`src/rtl/rib_pkg.sv`:
```
package rib_pkg;

  localparam int CFG_W     = 12;
  localparam int CIDX_W    = 3;
  localparam int AREA_W    = 12;
  localparam int DIM_REG_W = 11;
  localparam int ALIGN_W   = 4;
  localparam int DEG_W     = 9;
  localparam int CH_W      = 8;
  localparam int COLOR_W   = 24;
  localparam int SCR_W     = 13;
  localparam int COORD_W   = 16;
  localparam int CLIP_W    = COORD_W + 1;
  localparam int AOFF_W    = 14;
  localparam int QTAB_N    = 91;
  localparam int QIDX_W    = 7;

  localparam logic [DEG_W:0] DEG_FULL    = 10'd360;
  localparam logic [DEG_W:0] DEG_3Q      = 10'd270;
  localparam logic [DEG_W:0] DEG_HALF    = 10'd180;
  localparam logic [DEG_W:0] DEG_QUARTER = 10'd90;
  localparam logic [ALIGN_W-1:0] ALIGN_MAX = 4'd8;

  localparam longint unsigned PI_Q30 = 64'd3373259426;
  localparam int SERIES_TERMS = 40;

  typedef enum logic [CIDX_W-1:0] {
    REG_AREA_X   = 3'd0,
    REG_AREA_Y   = 3'd1,
    REG_AREA_W   = 3'd2,
    REG_AREA_H   = 3'd3,
    REG_IMG_W    = 3'd4,
    REG_IMG_H    = 3'd5,
    REG_ALIGN    = 3'd6,
    REG_ROTATION = 3'd7
  } reg_idx_e;

  typedef enum logic [1:0] {
    ALIGN_START  = 2'd0,
    ALIGN_CENTER = 2'd1,
    ALIGN_END    = 2'd2
  } align_e;

  typedef struct packed {
    logic [AREA_W-1:0]    area_x;
    logic [AREA_W-1:0]    area_y;
    logic [AREA_W-1:0]    area_width;
    logic [AREA_W-1:0]    area_height;
    logic [DIM_REG_W-1:0] image_width;
    logic [DIM_REG_W-1:0] image_height;
    logic [ALIGN_W-1:0]   align_mode;
    logic [DEG_W-1:0]     rotation_degrees;
  } cfg_t;

  typedef struct packed {
    align_e h;
    align_e v;
  } align_sel_t;

  typedef struct packed {
    logic [QIDX_W-1:0] idx;
    logic              neg;
  } trig_sel_t;

  // codes above 8 fall back to centre/centre
  function automatic align_sel_t align_decode(input logic [ALIGN_W-1:0] mode);
    align_sel_t s;
    case (mode)
      4'd0:    s = '{h: ALIGN_START,  v: ALIGN_START};
      4'd1:    s = '{h: ALIGN_CENTER, v: ALIGN_START};
      4'd2:    s = '{h: ALIGN_END,    v: ALIGN_START};
      4'd3:    s = '{h: ALIGN_START,  v: ALIGN_CENTER};
      4'd4:    s = '{h: ALIGN_CENTER, v: ALIGN_CENTER};
      4'd5:    s = '{h: ALIGN_END,    v: ALIGN_CENTER};
      4'd6:    s = '{h: ALIGN_START,  v: ALIGN_END};
      4'd7:    s = '{h: ALIGN_CENTER, v: ALIGN_END};
      4'd8:    s = '{h: ALIGN_END,    v: ALIGN_END};
      default: s = '{h: ALIGN_CENTER, v: ALIGN_CENTER};
    endcase
    return s;
  endfunction

  // halving truncates toward zero
  function automatic logic signed [AOFF_W-1:0] align_off(input align_e sel,
                                                         input logic signed [AOFF_W-1:0] diff);
    logic signed [AOFF_W-1:0] adj;
    logic signed [AOFF_W-1:0] res;
    adj = diff + AOFF_W'(diff[AOFF_W-1]);
    case (sel)
      ALIGN_CENTER: res = adj >>> 1;
      ALIGN_END:    res = diff;
      default:      res = '0;
    endcase
    return res;
  endfunction

  // d in 0..359
  function automatic trig_sel_t trig_select(input logic [DEG_W:0] d);
    trig_sel_t s;
    if (d <= DEG_QUARTER) begin
      s.idx = QIDX_W'(d);
      s.neg = 1'b0;
    end else if (d <= DEG_HALF) begin
      s.idx = QIDX_W'(DEG_HALF - d);
      s.neg = 1'b0;
    end else if (d <= DEG_3Q) begin
      s.idx = QIDX_W'(d - DEG_HALF);
      s.neg = 1'b1;
    end else begin
      s.idx = QIDX_W'(DEG_FULL - d);
      s.neg = 1'b1;
    end
    return s;
  endfunction

  // divide by 2n(2n+1)
  function automatic longint unsigned series_div(input longint unsigned t, input int n);
    longint unsigned r;
    case (n)
      1:       r = t / 64'd6;
      2:       r = t / 64'd20;
      3:       r = t / 64'd42;
      4:       r = t / 64'd72;
      5:       r = t / 64'd110;
      6:       r = t / 64'd156;
      7:       r = t / 64'd210;
      8:       r = t / 64'd272;
      9:       r = t / 64'd342;
      10:      r = t / 64'd420;
      11:      r = t / 64'd506;
      12:      r = t / 64'd600;
      13:      r = t / 64'd702;
      14:      r = t / 64'd812;
      default: r = 64'd0;
    endcase
    return r;
  endfunction

  // quarter-wave sine in Q1.f, evaluated at elaboration
  function automatic longint unsigned qsin_calc(input int k, input int f);
    longint unsigned one;
    longint unsigned x;
    longint unsigned x2;
    longint unsigned term;
    longint unsigned v;
    longint          sum;
    one  = 64'd1 << f;
    x    = (64'(k) * PI_Q30) / 64'd180;
    x2   = (x * x) >> 30;
    term = x;
    sum  = 0;
    for (int n = 1; n < SERIES_TERMS; n++) begin
      if (term != 64'd0) begin
        if (n[0]) begin
          sum = sum + longint'(term);
        end else begin
          sum = sum - longint'(term);
        end
        term = series_div((term * x2) >> 30, n);
      end
    end
    if (sum < 0) begin
      sum = 0;
    end
    v = (((longint'(sum) * 2) >> (30 - f)) + 64'd1) >> 1;
    if (v > one) begin
      v = one;
    end
    if (k == 0) begin
      v = 64'd0;
    end else if (k == 90) begin
      v = one;
    end
    return v;
  endfunction

endpackage

```
`src/rtl/rib_front.sv`:
```
module rib_front import rib_pkg::*; #(
  parameter int  MAX_IMAGE_DIM  = 1024,
  parameter int  TRIG_FRAC_BITS = 16,
  parameter type item_t         = logic
) (
  input  logic            clk_i,
  input  logic            rst_ni,
  input  cfg_t            cfg_i,
  input  logic            in_valid_i,
  output logic            in_ready_o,
  input  logic [CH_W-1:0] red_i,
  input  logic [CH_W-1:0] green_i,
  input  logic [CH_W-1:0] blue_i,
  output logic            item_valid_o,
  input  logic            item_ready_i,
  output item_t           item_o
);

  localparam int CW   = $clog2(MAX_IMAGE_DIM);
  localparam int DW   = $clog2(MAX_IMAGE_DIM + 1);
  localparam int DX_W = DW + 1;
  localparam int QW   = TRIG_FRAC_BITS + 1;
  localparam int TW   = TRIG_FRAC_BITS + 2;

  logic [CW-1:0] col_q, col_d, row_q, row_d;
  logic [DW-1:0] iw, ih;
  logic          last_col, last_row, accept;

  logic [QW-1:0] qtab [QTAB_N];

  for (genvar k = 0; k < QTAB_N; k++) begin : g_qtab
    assign qtab[k] = QW'(qsin_calc(k, TRIG_FRAC_BITS));
  end

  assign accept       = in_valid_i & item_ready_i;
  assign in_ready_o   = item_ready_i;
  assign item_valid_o = in_valid_i;

  always_comb begin
    if (cfg_i.image_width == '0) begin
      iw = DW'(1);
    end else if (int'(cfg_i.image_width) > MAX_IMAGE_DIM) begin
      iw = DW'(MAX_IMAGE_DIM);
    end else begin
      iw = DW'(cfg_i.image_width);
    end
    if (cfg_i.image_height == '0) begin
      ih = DW'(1);
    end else if (int'(cfg_i.image_height) > MAX_IMAGE_DIM) begin
      ih = DW'(MAX_IMAGE_DIM);
    end else begin
      ih = DW'(cfg_i.image_height);
    end
  end

  assign last_col = DW'(col_q) >= (iw - DW'(1));
  assign last_row = DW'(row_q) >= (ih - DW'(1));

  always_comb begin
    col_d = col_q;
    row_d = row_q;
    if (accept) begin
      if (last_col) begin
        col_d = '0;
        row_d = last_row ? '0 : row_q + CW'(1);
      end else begin
        col_d = col_q + CW'(1);
      end
    end
  end

  always_ff @(posedge clk_i or negedge rst_ni) begin
    if (!rst_ni) begin
      col_q <= '0;
      row_q <= '0;
    end else begin
      col_q <= col_d;
      row_q <= row_d;
    end
  end

  // placement
  align_sel_t               asel;
  logic signed [AOFF_W-1:0] diff_h, diff_v, off_h, off_v;
  logic signed [COORD_W-1:0] left, top;
  logic signed [DX_W-1:0]   dx, dy;

  always_comb begin
    asel   = align_decode(cfg_i.align_mode);
    diff_h = AOFF_W'(cfg_i.area_width) - AOFF_W'(iw);
    diff_v = AOFF_W'(cfg_i.area_height) - AOFF_W'(ih);
    off_h  = align_off(asel.h, diff_h);
    off_v  = align_off(asel.v, diff_v);
    left   = COORD_W'(cfg_i.area_x) + COORD_W'(off_h);
    top    = COORD_W'(cfg_i.area_y) + COORD_W'(off_v);
    dx     = DX_W'(col_q) - DX_W'(iw >> 1);
    dy     = DX_W'(row_q) - DX_W'(ih >> 1);
  end

  // angle
  logic [DEG_W:0]        deg, deg_c;
  trig_sel_t             s_sel, c_sel;
  logic [QW-1:0]         s_mag, c_mag;
  logic signed [TW-1:0]  sin_v, cos_v;

  always_comb begin
    deg = {1'b0, cfg_i.rotation_degrees};
    if (deg >= DEG_FULL) begin
      deg = deg - DEG_FULL;
    end
    deg_c = deg + DEG_QUARTER;
    if (deg_c >= DEG_FULL) begin
      deg_c = deg_c - DEG_FULL;
    end
    s_sel = trig_select(deg);
    c_sel = trig_select(deg_c);
    s_mag = qtab[s_sel.idx];
    c_mag = qtab[c_sel.idx];
    sin_v = s_sel.neg ? -TW'(s_mag) : TW'(s_mag);
    cos_v = c_sel.neg ? -TW'(c_mag) : TW'(c_mag);
  end

  always_comb begin
    item_o.dx    = dx;
    item_o.dy    = dy;
    item_o.sin_v = sin_v;
    item_o.cos_v = cos_v;
    item_o.cx    = left + COORD_W'(iw >> 1);
    item_o.cy    = top + COORD_W'(ih >> 1);
    item_o.color = {red_i, green_i, blue_i};
    item_o.eoi   = last_col & last_row;
  end

endmodule

```
`src/rtl/rib_queue.sv`:
```
module rib_queue #(
  parameter int  DEPTH  = 2,
  parameter type item_t = logic
) (
  input  logic  clk_i,
  input  logic  rst_ni,
  input  logic  in_valid_i,
  output logic  in_ready_o,
  input  item_t in_item_i,
  output logic  out_valid_o,
  input  logic  out_ready_i,
  output item_t out_item_o
);

  localparam int PW = (DEPTH > 1) ? $clog2(DEPTH) : 1;
  localparam int NW = $clog2(DEPTH + 1);

  item_t         mem_q [DEPTH];
  logic [PW-1:0] wr_q, rd_q;
  logic [NW-1:0] cnt_q;
  logic          push, pop;

  assign in_ready_o  = cnt_q != NW'(DEPTH);
  assign out_valid_o = cnt_q != '0;
  assign push        = in_valid_i & in_ready_o;
  assign pop         = out_valid_o & out_ready_i;
  assign out_item_o  = mem_q[rd_q];

  always_ff @(posedge clk_i) begin
    if (push) begin
      mem_q[wr_q] <= in_item_i;
    end
  end

  always_ff @(posedge clk_i or negedge rst_ni) begin
    if (!rst_ni) begin
      wr_q  <= '0;
      rd_q  <= '0;
      cnt_q <= '0;
    end else begin
      if (push) begin
        wr_q <= (wr_q == PW'(DEPTH - 1)) ? '0 : wr_q + PW'(1);
      end
      if (pop) begin
        rd_q <= (rd_q == PW'(DEPTH - 1)) ? '0 : rd_q + PW'(1);
      end
      cnt_q <= cnt_q + NW'(push) - NW'(pop);
    end
  end

endmodule

```
`src/rtl/rib_back.sv`:
```
module rib_back import rib_pkg::*; #(
  parameter int  MAX_IMAGE_DIM  = 1024,
  parameter int  TRIG_FRAC_BITS = 16,
  parameter type item_t         = logic
) (
  input  logic               clk_i,
  input  logic               rst_ni,
  input  cfg_t               cfg_i,
  input  logic               item_valid_i,
  output logic               item_ready_o,
  input  item_t              item_i,
  output logic               out_valid_o,
  input  logic               out_ready_i,
  output logic               draw_o,
  output logic [SCR_W-1:0]   screen_x_o,
  output logic [SCR_W-1:0]   screen_y_o,
  output logic [COLOR_W-1:0] color_o,
  output logic               end_of_image_o
);

  localparam int DW   = $clog2(MAX_IMAGE_DIM + 1);
  localparam int DX_W = DW + 1;
  localparam int TW   = TRIG_FRAC_BITS + 2;
  localparam int PW   = DX_W + TW;
  localparam int SW   = PW + 1;

  logic s1_v_q, s2_v_q, out_v_q;
  logic s1_en, s2_en, out_en;

  assign out_en       = !out_v_q | out_ready_i;
  assign s2_en        = !s2_v_q | out_en;
  assign s1_en        = !s1_v_q | s2_en;
  assign item_ready_o = s1_en;

  always_ff @(posedge clk_i or negedge rst_ni) begin
    if (!rst_ni) begin
      s1_v_q  <= 1'b0;
      s2_v_q  <= 1'b0;
      out_v_q <= 1'b0;
    end else begin
      if (s1_en) begin
        s1_v_q <= item_valid_i;
      end
      if (s2_en) begin
        s2_v_q <= s1_v_q;
      end
      if (out_en) begin
        out_v_q <= s2_v_q;
      end
    end
  end

  // stage 1: products
  logic signed [DX_W-1:0]    dx, dy;
  logic signed [TW-1:0]      sin_v, cos_v;
  logic signed [PW-1:0]      p_xc_q, p_ys_q, p_xs_q, p_yc_q;
  logic signed [COORD_W-1:0] cx1_q, cy1_q;
  logic [COLOR_W-1:0]        color1_q;
  logic                      eoi1_q;

  assign dx    = item_i.dx;
  assign dy    = item_i.dy;
  assign sin_v = item_i.sin_v;
  assign cos_v = item_i.cos_v;

  always_ff @(posedge clk_i) begin
    if (s1_en) begin
      p_xc_q   <= dx * cos_v;
      p_ys_q   <= dy * sin_v;
      p_xs_q   <= dx * sin_v;
      p_yc_q   <= dy * cos_v;
      cx1_q    <= item_i.cx;
      cy1_q    <= item_i.cy;
      color1_q <= item_i.color;
      eoi1_q   <= item_i.eoi;
    end
  end

  // stage 2: sums, truncate toward zero, re-centre
  logic signed [SW-1:0]      sum_x, sum_y, adj_x, adj_y, sh_x, sh_y;
  logic [SW-1:0]             bias_x, bias_y;
  logic signed [COORD_W-1:0] tx_q, ty_q;
  logic [COLOR_W-1:0]        color2_q;
  logic                      eoi2_q;

  always_comb begin
    sum_x  = SW'(p_xc_q) - SW'(p_ys_q);
    sum_y  = SW'(p_xs_q) + SW'(p_yc_q);
    bias_x = sum_x[SW-1] ? SW'({TRIG_FRAC_BITS{1'b1}}) : '0;
    bias_y = sum_y[SW-1] ? SW'({TRIG_FRAC_BITS{1'b1}}) : '0;
    adj_x  = sum_x + bias_x;
    adj_y  = sum_y + bias_y;
    sh_x   = adj_x >>> TRIG_FRAC_BITS;
    sh_y   = adj_y >>> TRIG_FRAC_BITS;
  end

  always_ff @(posedge clk_i) begin
    if (s2_en) begin
      tx_q     <= COORD_W'(sh_x) + cx1_q;
      ty_q     <= COORD_W'(sh_y) + cy1_q;
      color2_q <= color1_q;
      eoi2_q   <= eoi1_q;
    end
  end

  // output stage: clip against the area, far edges inclusive
  logic signed [CLIP_W-1:0] rel_x, rel_y;
  logic                     draw_d;
  logic                     draw_q, eoi_q;
  logic [SCR_W-1:0]         sx_q, sy_q;
  logic [COLOR_W-1:0]       color_q;

  always_comb begin
    rel_x  = CLIP_W'(tx_q) - CLIP_W'(cfg_i.area_x);
    rel_y  = CLIP_W'(ty_q) - CLIP_W'(cfg_i.area_y);
    draw_d = !rel_x[CLIP_W-1] && !rel_y[CLIP_W-1] &&
             (rel_x <= CLIP_W'(cfg_i.area_width)) &&
             (rel_y <= CLIP_W'(cfg_i.area_height));
  end

  always_ff @(posedge clk_i) begin
    if (out_en) begin
      draw_q  <= draw_d;
      sx_q    <= draw_d ? tx_q[SCR_W-1:0] : '0;
      sy_q    <= draw_d ? ty_q[SCR_W-1:0] : '0;
      color_q <= color2_q;
      eoi_q   <= eoi2_q;
    end
  end

  assign out_valid_o    = out_v_q;
  assign draw_o         = draw_q;
  assign screen_x_o     = sx_q;
  assign screen_y_o     = sy_q;
  assign color_o        = color_q;
  assign end_of_image_o = eoi_q;

endmodule

```
`src/rtl/rotated_image_blitter.sv`:
```
// Rotated image blitter: takes RGB pixels in raster order, places the image in the
// target area by the alignment code, rotates each pixel about the image centre by
// the programmed whole-degree angle and clips it against the area (far edges
// inclusive). One result item per input item, in order. Sustained rate is one item
// per clock while the output is not stalled; a result passes through the queue, the
// multiply stage, the sum stage and the clip register, in that order. The front end
// computes placement and looks up sine and cosine from a quarter-wave table built
// at elaboration; a two-entry queue decouples it from the back end, whose four
// signed multipliers set the critical stage. Program the registers only while no
// item is in flight; the column and row counters are cleared by reset and at the
// end of each image, not by register writes.
module rotated_image_blitter import rib_pkg::*; #(
  parameter int MAX_IMAGE_DIM  = 1024,
  parameter int TRIG_FRAC_BITS = 16
) (
  input  logic               clk_i,
  input  logic               rst_ni,
  input  logic               cfg_we_i,
  input  logic [CIDX_W-1:0]  cfg_index_i,
  input  logic [CFG_W-1:0]   cfg_data_i,
  input  logic               in_valid_i,
  output logic               in_ready_o,
  input  logic [CH_W-1:0]    red_i,
  input  logic [CH_W-1:0]    green_i,
  input  logic [CH_W-1:0]    blue_i,
  output logic               out_valid_o,
  input  logic               out_ready_i,
  output logic               draw_o,
  output logic [SCR_W-1:0]   screen_x_o,
  output logic [SCR_W-1:0]   screen_y_o,
  output logic [COLOR_W-1:0] color_o,
  output logic               end_of_image_o
);

  localparam int DW   = $clog2(MAX_IMAGE_DIM + 1);
  localparam int DX_W = DW + 1;
  localparam int TW   = TRIG_FRAC_BITS + 2;

  typedef struct packed {
    logic signed [DX_W-1:0]    dx;
    logic signed [DX_W-1:0]    dy;
    logic signed [TW-1:0]      sin_v;
    logic signed [TW-1:0]      cos_v;
    logic signed [COORD_W-1:0] cx;
    logic signed [COORD_W-1:0] cy;
    logic [COLOR_W-1:0]        color;
    logic                      eoi;
  } item_t;

  cfg_t cfg_q;

  always_ff @(posedge clk_i or negedge rst_ni) begin
    if (!rst_ni) begin
      cfg_q.area_x           <= '0;
      cfg_q.area_y           <= '0;
      cfg_q.area_width       <= '0;
      cfg_q.area_height      <= '0;
      cfg_q.image_width      <= DIM_REG_W'(1);
      cfg_q.image_height     <= DIM_REG_W'(1);
      cfg_q.align_mode       <= ALIGN_W'(4);
      cfg_q.rotation_degrees <= '0;
    end else if (cfg_we_i) begin
      case (reg_idx_e'(cfg_index_i))
        REG_AREA_X:   cfg_q.area_x           <= cfg_data_i[AREA_W-1:0];
        REG_AREA_Y:   cfg_q.area_y           <= cfg_data_i[AREA_W-1:0];
        REG_AREA_W:   cfg_q.area_width       <= cfg_data_i[AREA_W-1:0];
        REG_AREA_H:   cfg_q.area_height      <= cfg_data_i[AREA_W-1:0];
        REG_IMG_W:    cfg_q.image_width      <= cfg_data_i[DIM_REG_W-1:0];
        REG_IMG_H:    cfg_q.image_height     <= cfg_data_i[DIM_REG_W-1:0];
        REG_ALIGN:    cfg_q.align_mode       <= cfg_data_i[ALIGN_W-1:0];
        REG_ROTATION: cfg_q.rotation_degrees <= cfg_data_i[DEG_W-1:0];
        default: ;
      endcase
    end
  end

  logic  fq_valid, fq_ready, qb_valid, qb_ready;
  item_t fq_item, qb_item;

  rib_front #(
    .MAX_IMAGE_DIM (MAX_IMAGE_DIM),
    .TRIG_FRAC_BITS(TRIG_FRAC_BITS),
    .item_t        (item_t)
  ) u_front (
    .clk_i        (clk_i),
    .rst_ni       (rst_ni),
    .cfg_i        (cfg_q),
    .in_valid_i   (in_valid_i),
    .in_ready_o   (in_ready_o),
    .red_i        (red_i),
    .green_i      (green_i),
    .blue_i       (blue_i),
    .item_valid_o (fq_valid),
    .item_ready_i (fq_ready),
    .item_o       (fq_item)
  );

  rib_queue #(
    .DEPTH (2),
    .item_t(item_t)
  ) u_queue (
    .clk_i      (clk_i),
    .rst_ni     (rst_ni),
    .in_valid_i (fq_valid),
    .in_ready_o (fq_ready),
    .in_item_i  (fq_item),
    .out_valid_o(qb_valid),
    .out_ready_i(qb_ready),
    .out_item_o (qb_item)
  );

  rib_back #(
    .MAX_IMAGE_DIM (MAX_IMAGE_DIM),
    .TRIG_FRAC_BITS(TRIG_FRAC_BITS),
    .item_t        (item_t)
  ) u_back (
    .clk_i         (clk_i),
    .rst_ni        (rst_ni),
    .cfg_i         (cfg_q),
    .item_valid_i  (qb_valid),
    .item_ready_o  (qb_ready),
    .item_i        (qb_item),
    .out_valid_o   (out_valid_o),
    .out_ready_i   (out_ready_i),
    .draw_o        (draw_o),
    .screen_x_o    (screen_x_o),
    .screen_y_o    (screen_y_o),
    .color_o       (color_o),
    .end_of_image_o(end_of_image_o)
  );

endmodule

```
`config.mk`:
```
export PLATFORM = sky130hd
export DESIGN_NAME = rotated_image_blitter
export DESIGN_NICKNAME = d
export VERILOG_FILES = /design/src/rtl/rib_pkg.sv /design/src/rtl/rib_front.sv /design/src/rtl/rib_queue.sv /design/src/rtl/rib_back.sv /design/src/rtl/rotated_image_blitter.sv
export SDC_FILE = /design/constraint.sdc
export NUM_CORES = 2
export LEC_CHECK = 0
export BUFFER_PORTS_ARGS = -buffer_cell sky130_fd_sc_hd__buf_2
export CORE_MARGIN = 2
export CORE_UTILIZATION = 45
export DETAILED_ROUTE_END_ITERATION = 12
export GPL_TIMING_DRIVEN = 0
export PLACE_DENSITY = 0.57
export SYNTH_ARGS = -nofsm -noshare
export SYNTH_HDL_FRONTEND = slang
export SYNTH_SLANG_ARGS = --single-unit
```
`constraint.sdc`:
```
create_clock -name clk_i -period 10.68 [get_ports clk_i]
set_input_delay 1.068 -clock clk_i [delete_from_list [all_inputs] [get_ports clk_i]]
set_output_delay 1.068 -clock clk_i [all_outputs]
set_load 0.01 [all_outputs]
```
---- Yosys cells after proc, flatten, opt, wreduce, memory -nomap -nowiden ----
Memory sizes are Yosys's and may differ from the RTL's.
Index checks and enable logic that the tools add are counted.
Widths: inputs -> output; s select.
cells by class
  eq/ne operators ......................... 12
  add/subtract/negate cells ............... 37
  magnitude comparators ................... 16
  $mul .................................... 4
  reduce and logical (&&, ||, !) cells .... 21
  bitwise gates (word level) .............. 8
  mux-type cells .......................... 28
operators by type and width
  cell                   count
  $mul 12x18->30         4
  $mux 17                4
  $add 31x16->31         2
  $pmux 14 s2            2
  $mux 8                 6
  $mux 11                4
  $mux 10                4
  $mux 18                2
  $neg 17->18            2
  $le 17x12->1           2
  $sub 16x13->17         2
  $add 15x16->16         2
  $add 16x10->16         2
  $mux 16                2
  $add 30x30->31         1
  $sub 30x30->31         1
  $add 13x14->15         2
  $add 14x1->14          2
  $sub 12x11->13         2
  $ge 10x11->1           2
  $gt 11x11->1 const B   2
  $logic_not 11->1       2
  $sub 10x10->11         2
  $sub 11x1->11 const B  2
  31 further kinds       68
storage, ports and cells
  memories ................................ 4
  output and inout bits ................... 54
  register bits after elaboration ......... 396
  input bits .............................. 44
  ROM bits ................................ 4416
  logic and storage cells ................. 163
  RAM bits ................................ 234
memory list
  name             depth  width  read ports  clocked after Yosys merged registers in  write ports  line              RTL
  (no name shown)  128    17     1           0                                        0            rib_front.sv:117  s_mag = qtab[s_sel.idx];
  (no name shown)  128    17     1           0                                        0            rib_front.sv:118  c_mag = qtab[c_sel.idx];
  u_queue.mem_q    2      117    1           0                                        1            rib_queue.sv:18   item_t mem_q [DEPTH];
  (no name shown)  16     4      1           0                                        0            rib_pkg.sv:68     case (mode)

---- Depth between registers and ports, before layout ----
  depth after elaboration ................. 15
  mapped depth ............................ 46
  mapped depth without buffers ............ 46

---- Cells and area by module ----
A second synthesis with hierarchy kept.
unflattened totals
  cell total of the unflattened synthesis .. 7208
  area total of the unflattened synthesis .. 71986.5 µm²
by module, submodules not included
  module                 instances  sequential area each (µm²)  cells an instance  area an instance (µm²)
  rib_back               1          8663.3                      4721               46141.8
  rib_front              1          500.5                       1921               13810.7
  rib_queue              1          7126.8                      386                8728.4
  rotated_image_blitter  1          2080.7                      180                3305.7

---- Worst setup path before layout ----
OpenSTA, ideal clock, no wires.
  path type ............................... flip-flop to flip-flop
  start point ............................. register u_queue.rd_q
  end point ............................... register u_back.p_xs_q[29], data pin
  cell stages (with the launch flop) ...... 31
  clock period less this slack ............ 7686 ps
  arrival time ............................ 7420 ps
  path slack .............................. 2994 ps
  buffers on the path ..................... 4
  required time ........................... 10414 ps
  setup time .............................. 266 ps
  cell sequence ........................... dfrtp_1 clkbuf_1 clkbuf_1 buf_1 buf_1 mux2i_1 nor2_1 fa_1 inv_1 fa_1 inv_1 fa_1 fa_1 inv_1 fa_1 inv_1 ha_1 o21ai_0 a21boi_0 o21ai_0 a21boi_0 o21ai_0 a21boi_0 o21ai_0 a21boi_0 o211ai_1 nand3_1 a31oi_1 a21oi_1 mux2i_1 nand4_1
between the ends
  longest elaborated chain between the ends .. 2
ends and longest elaborated chain
  what                      line             RTL
  start: declaration        rib_queue.sv:19  logic [PW-1:0] wr_q, rd_q;
  start signal: assignment  rib_queue.sv:45  rd_q <= (rd_q == PW'(DEPTH - 1)) ? '0 : rd_q + PW'(1);
  $mem_v2 2x117             -
  $mul 12x18->30            rib_back.sv:70   p_xs_q <= dx * sin_v;
  end signal: assignment    rib_back.sv:70
  end: declaration          rib_back.sv:56   logic signed [PW-1:0] p_xc_q, p_ys_q, p_xs_q, p_yc_q;
No other way between the ends.
A chain may end at the register's enable or synchronous reset.

---- Worst setup path after layout ----
Ends and elaborated chain as after synthesis.

==> impl_metrics.toml <==
[status]
run_status = "complete, but fails checks"
violations = "capacitance limit, slew limit"

[synth]
avgSynthCellArea_um2 = 9.694
synth-edff-count = 516
synth_top_cell_by_area = "fa_1"
synth_nets = 8656
synthFlopType = "edfxtp_1"
synthesis.area_um2 = 69970
synth_top_cell_area_share_pct = 23.09
synth_area_leaders = "fa_1 (23%), edfxtp_1 (22%), ha_1 (10%)"
async_flop_share_pct = 17.57
yosysMostFrequentCell = "inv_1"
yosys_register_bits = 626
seq_area_frac_synth_pct = 26.09
ys_top_cells_by_count = "inv_1 (1121), nand2_1 (895), fa_1 (807)"
syn_inst = 7218
synth.distinct_cells = 130
yosys_warnings = 0

[routing]
wl_um = 228100
drtAntennaViolNets = 0
drt-pass1-iter-count = 6
drc = 0
drt_iter0_drc = 4740
drt-wirelength-per-cell_um = 23.97
vias_per_cell = 5.670
routed-via-count = 53950

[critical_path]
end_kind = "register"
r2r-start = "u_queue.rd_q$_DFFE_PN0P_"
r2r_cells = 28
crit_fanout = 10
cp.arrival_ns = 10.50
worst_setup_path_start_kind = "register"
max_stage_delay_ns = 1.15
timing.critical_path.mode_cell = "fa_1"
slowest_stage = "mux2i_1"
criticalPathCategory = "reg -> reg"
cp.required_ns = 10.86
r2r_slack_ns = 0.36
reg2reg_to = "u_back.p_xs_q[29]$_DFFE_PN_"

[clocking]
numCtsBuffers = 72
cts_tree = "built"
clock-root-buffer = "clkbuf_16"
path_clk_slew_ns = 0.06
clock_latency_ns = 0.70
htree_levels = 3
clock_tree.buffer_depth = 3
clock_sinks = 626

[timing]
skew_ns = 0.04508
max_freq_mhz = 96.93
tns_ns = 0
setup_violations = 0
hold_viol_final = 0
rsz0062_at_grt = "yes"
fin_crit_sh_pct = 96.60
maxSlewViolCount = 13
tightest_slew_ns = 1.513
fin_crit_ns = 10.32
relSlewSlack_pct = -3.767

[die]
ios = 98
die_width_um = 398.3
core_um2 = 154200
start_util_pct = 45.37
rows = 144
dieArea_um2 = 158700
fp.dieH_um = 398.3

[flow_run]
maxCapViolCount = 6

[placement]
place.gp.congestion = 1.003
dp_hpwl_um = 185500
place.port_buffers = 95

[cells_and_area]
drive_gt1_share_pct = 7.514
area_delta_synth_final_pct = 8.596
nets = 8848

[global_route]
grt_max_degree = 72
grt_pass1_vias = 53910
grt_use_total_pct = 28.93
grt_pass1_wl_um = 342600
grt.overflow.total = 0
antenna_found_initial = 11

[min_path]
worst_hold_path_type = "in -> async"
[worst max-delay path: cells and delay by family, from the launching register on]
kind / cells / cell delay (ns)
buffers and inverters: 6 / 1.61
AND/OR/NAND/NOR: 3 / 0.83
adder cells (fa/ha/maj): 6 / 2.91
AO/OA/AOI/OAI: 11 / 2.32
multiplexers: 2 / 1.37
flip-flops: 1 / 0.75
[metrics by stage]
step | setup WS (ns) | utilization (%) | instance area [um^2] | hold slack [ns] | std cells
2_1_floorplan | 2.994 | - | 69970 | 0.4003 | 7218
3_3_place_gp | -0.6303 | 47.33 | 73000 | 0.4007 | 9357
3_5_place_dp | -0.4235 | 47.66 | 73510 | 0.4045 | 9380
4_1_cts | 0.008748 | 49.23 | 75930 | 0.2893 | 9510
5_1_grt | -0.02356 | 49.27 | 75980 | 0.3178 | 9514
6_report | 0.3630 | 49.27 | 75980 | 0.2952 | 9514
[per-layer routing]
layer / global-route usage (%) / routed length, um / share of wire, %
met1: 39.98 / 97600 / 43
met2: 45.61 / 103100 / 45
met3: 3.755 / 15440 / 6.8
met4: 12.80 / 11890 / 5.2
met5: 0 / 41 / 0.018
[worst max path at each step]
| stage | start | to | slack, ns | depth (start not counted) |
|---|---|---|---|---|
| after global placement | u_queue.rd_q$_DFFE_PN0P_ | u_back.p_xs_q[29]$_DFFE_PN_ | -0.63 | 30 |
| after detailed placement | u_queue.rd_q$_DFFE_PN0P_ | u_back.p_xs_q[29]$_DFFE_PN_ | -0.42 | 30 |
| after CTS | u_queue.rd_q$_DFFE_PN0P_ | u_back.p_ys_q[29]$_DFFE_PN_ | 0.009 | 30 |
| final | u_queue.rd_q$_DFFE_PN0P_ | u_back.p_xs_q[29]$_DFFE_PN_ | 0.36 | 28 |
| after global routing | u_queue.rd_q$_DFFE_PN0P_ | u_back.p_xs_q[29]$_DFFE_PN_ | -0.02 | 28 |
| after floorplan | u_queue.rd_q$_DFFE_PN0P_ | u_back.p_xs_q[29]$_DFFE_PN_ | 2.99 | 30 |
[state kept, by name, indices dropped and copies added (netlist names), 2 cells and up]
register           cells
cfg_q                 83
u_back.color1_q       24
u_back.color2_q       24
u_back.color_o        24
u_back.cx1_q          16
u_back.cy1_q          16
u_back.p_xc_q         30
u_back.p_xs_q         30
u_back.p_yc_q         30
u_back.p_ys_q         30
u_back.screen_x_o     13
u_back.screen_y_o     13
u_back.tx_q           16
u_back.ty_q           16
u_front.col_q         10
u_front.row_q         10
u_queue.cnt_q          2
u_queue.mem_q        230
[final cells by class]
type,count,area [um^2]
diodes,4,10.01
clock inverters,36,451.7
flip-flops and latches,626,18250
fillers,14580,78250
inverters,1128,4237
plain buffers,268,1189
clock buffers,94,1947
well taps,2044,2557
multi-input cells,5195,46430
repair buffers,119,909.6
[cells by family (layout without fill, tap and decap cells)]
kind of cell	count (synthesis)	after routing	share of synthesized area, %
adder cells (fa/ha/maj)	1395	1395	33.60
AND/OR/NAND/NOR	2011	2011	12.62
other	0	4	0
flip-flops	626	626	26.09
buffers and inverters	1397	1645	7.738
AO/OA/AOI/OAI	1143	1143	11.07
XOR/XNOR	394	394	4.962
multiplexers	252	252	3.916
[placed cells by master (no fill, tap or decap), types with 17 or more instances in the layout]
cell and count:
inv_1 1120, nand2_1 894, fa_1 807, nor2_1 598, ha_1 587, edfxtp_1 516
a21oi_1 287, xnor2_1 284, o21ai_0 218, clkbuf_1 216, mux2_2 164, buf_2 121
xor2_1 108, dfrtp_1 107, a21o_1 97, nor3_1 93, nand3_1 83, clkbuf_16 74
o21bai_1 67, mux2i_1 64, nor2b_1 58, a31oi_1 53, o211ai_1 47, and2_1 42
nand2b_1 40, a21boi_0 35, nand4_1 32, a211oi_1 32, and3_1 30, nor4_1 27
o21a_1 26, a22oi_1 25, mux2i_2 22, buf_1 22, or2_2 17, or3_1 17
[timing repair]
| item | in CTS | in global routing |
|---|---|---|
| setup buffers | 0 | 0 |
| setup endpoints to repair | 7 | 12 |
| hold buffers | 0 | 0 |
| gates resized for setup | 5 | 10 |
Power is left out: the tool's default activity adds up to more than one toggle a clock period on the data nets, which glitch-free logic cannot reach.
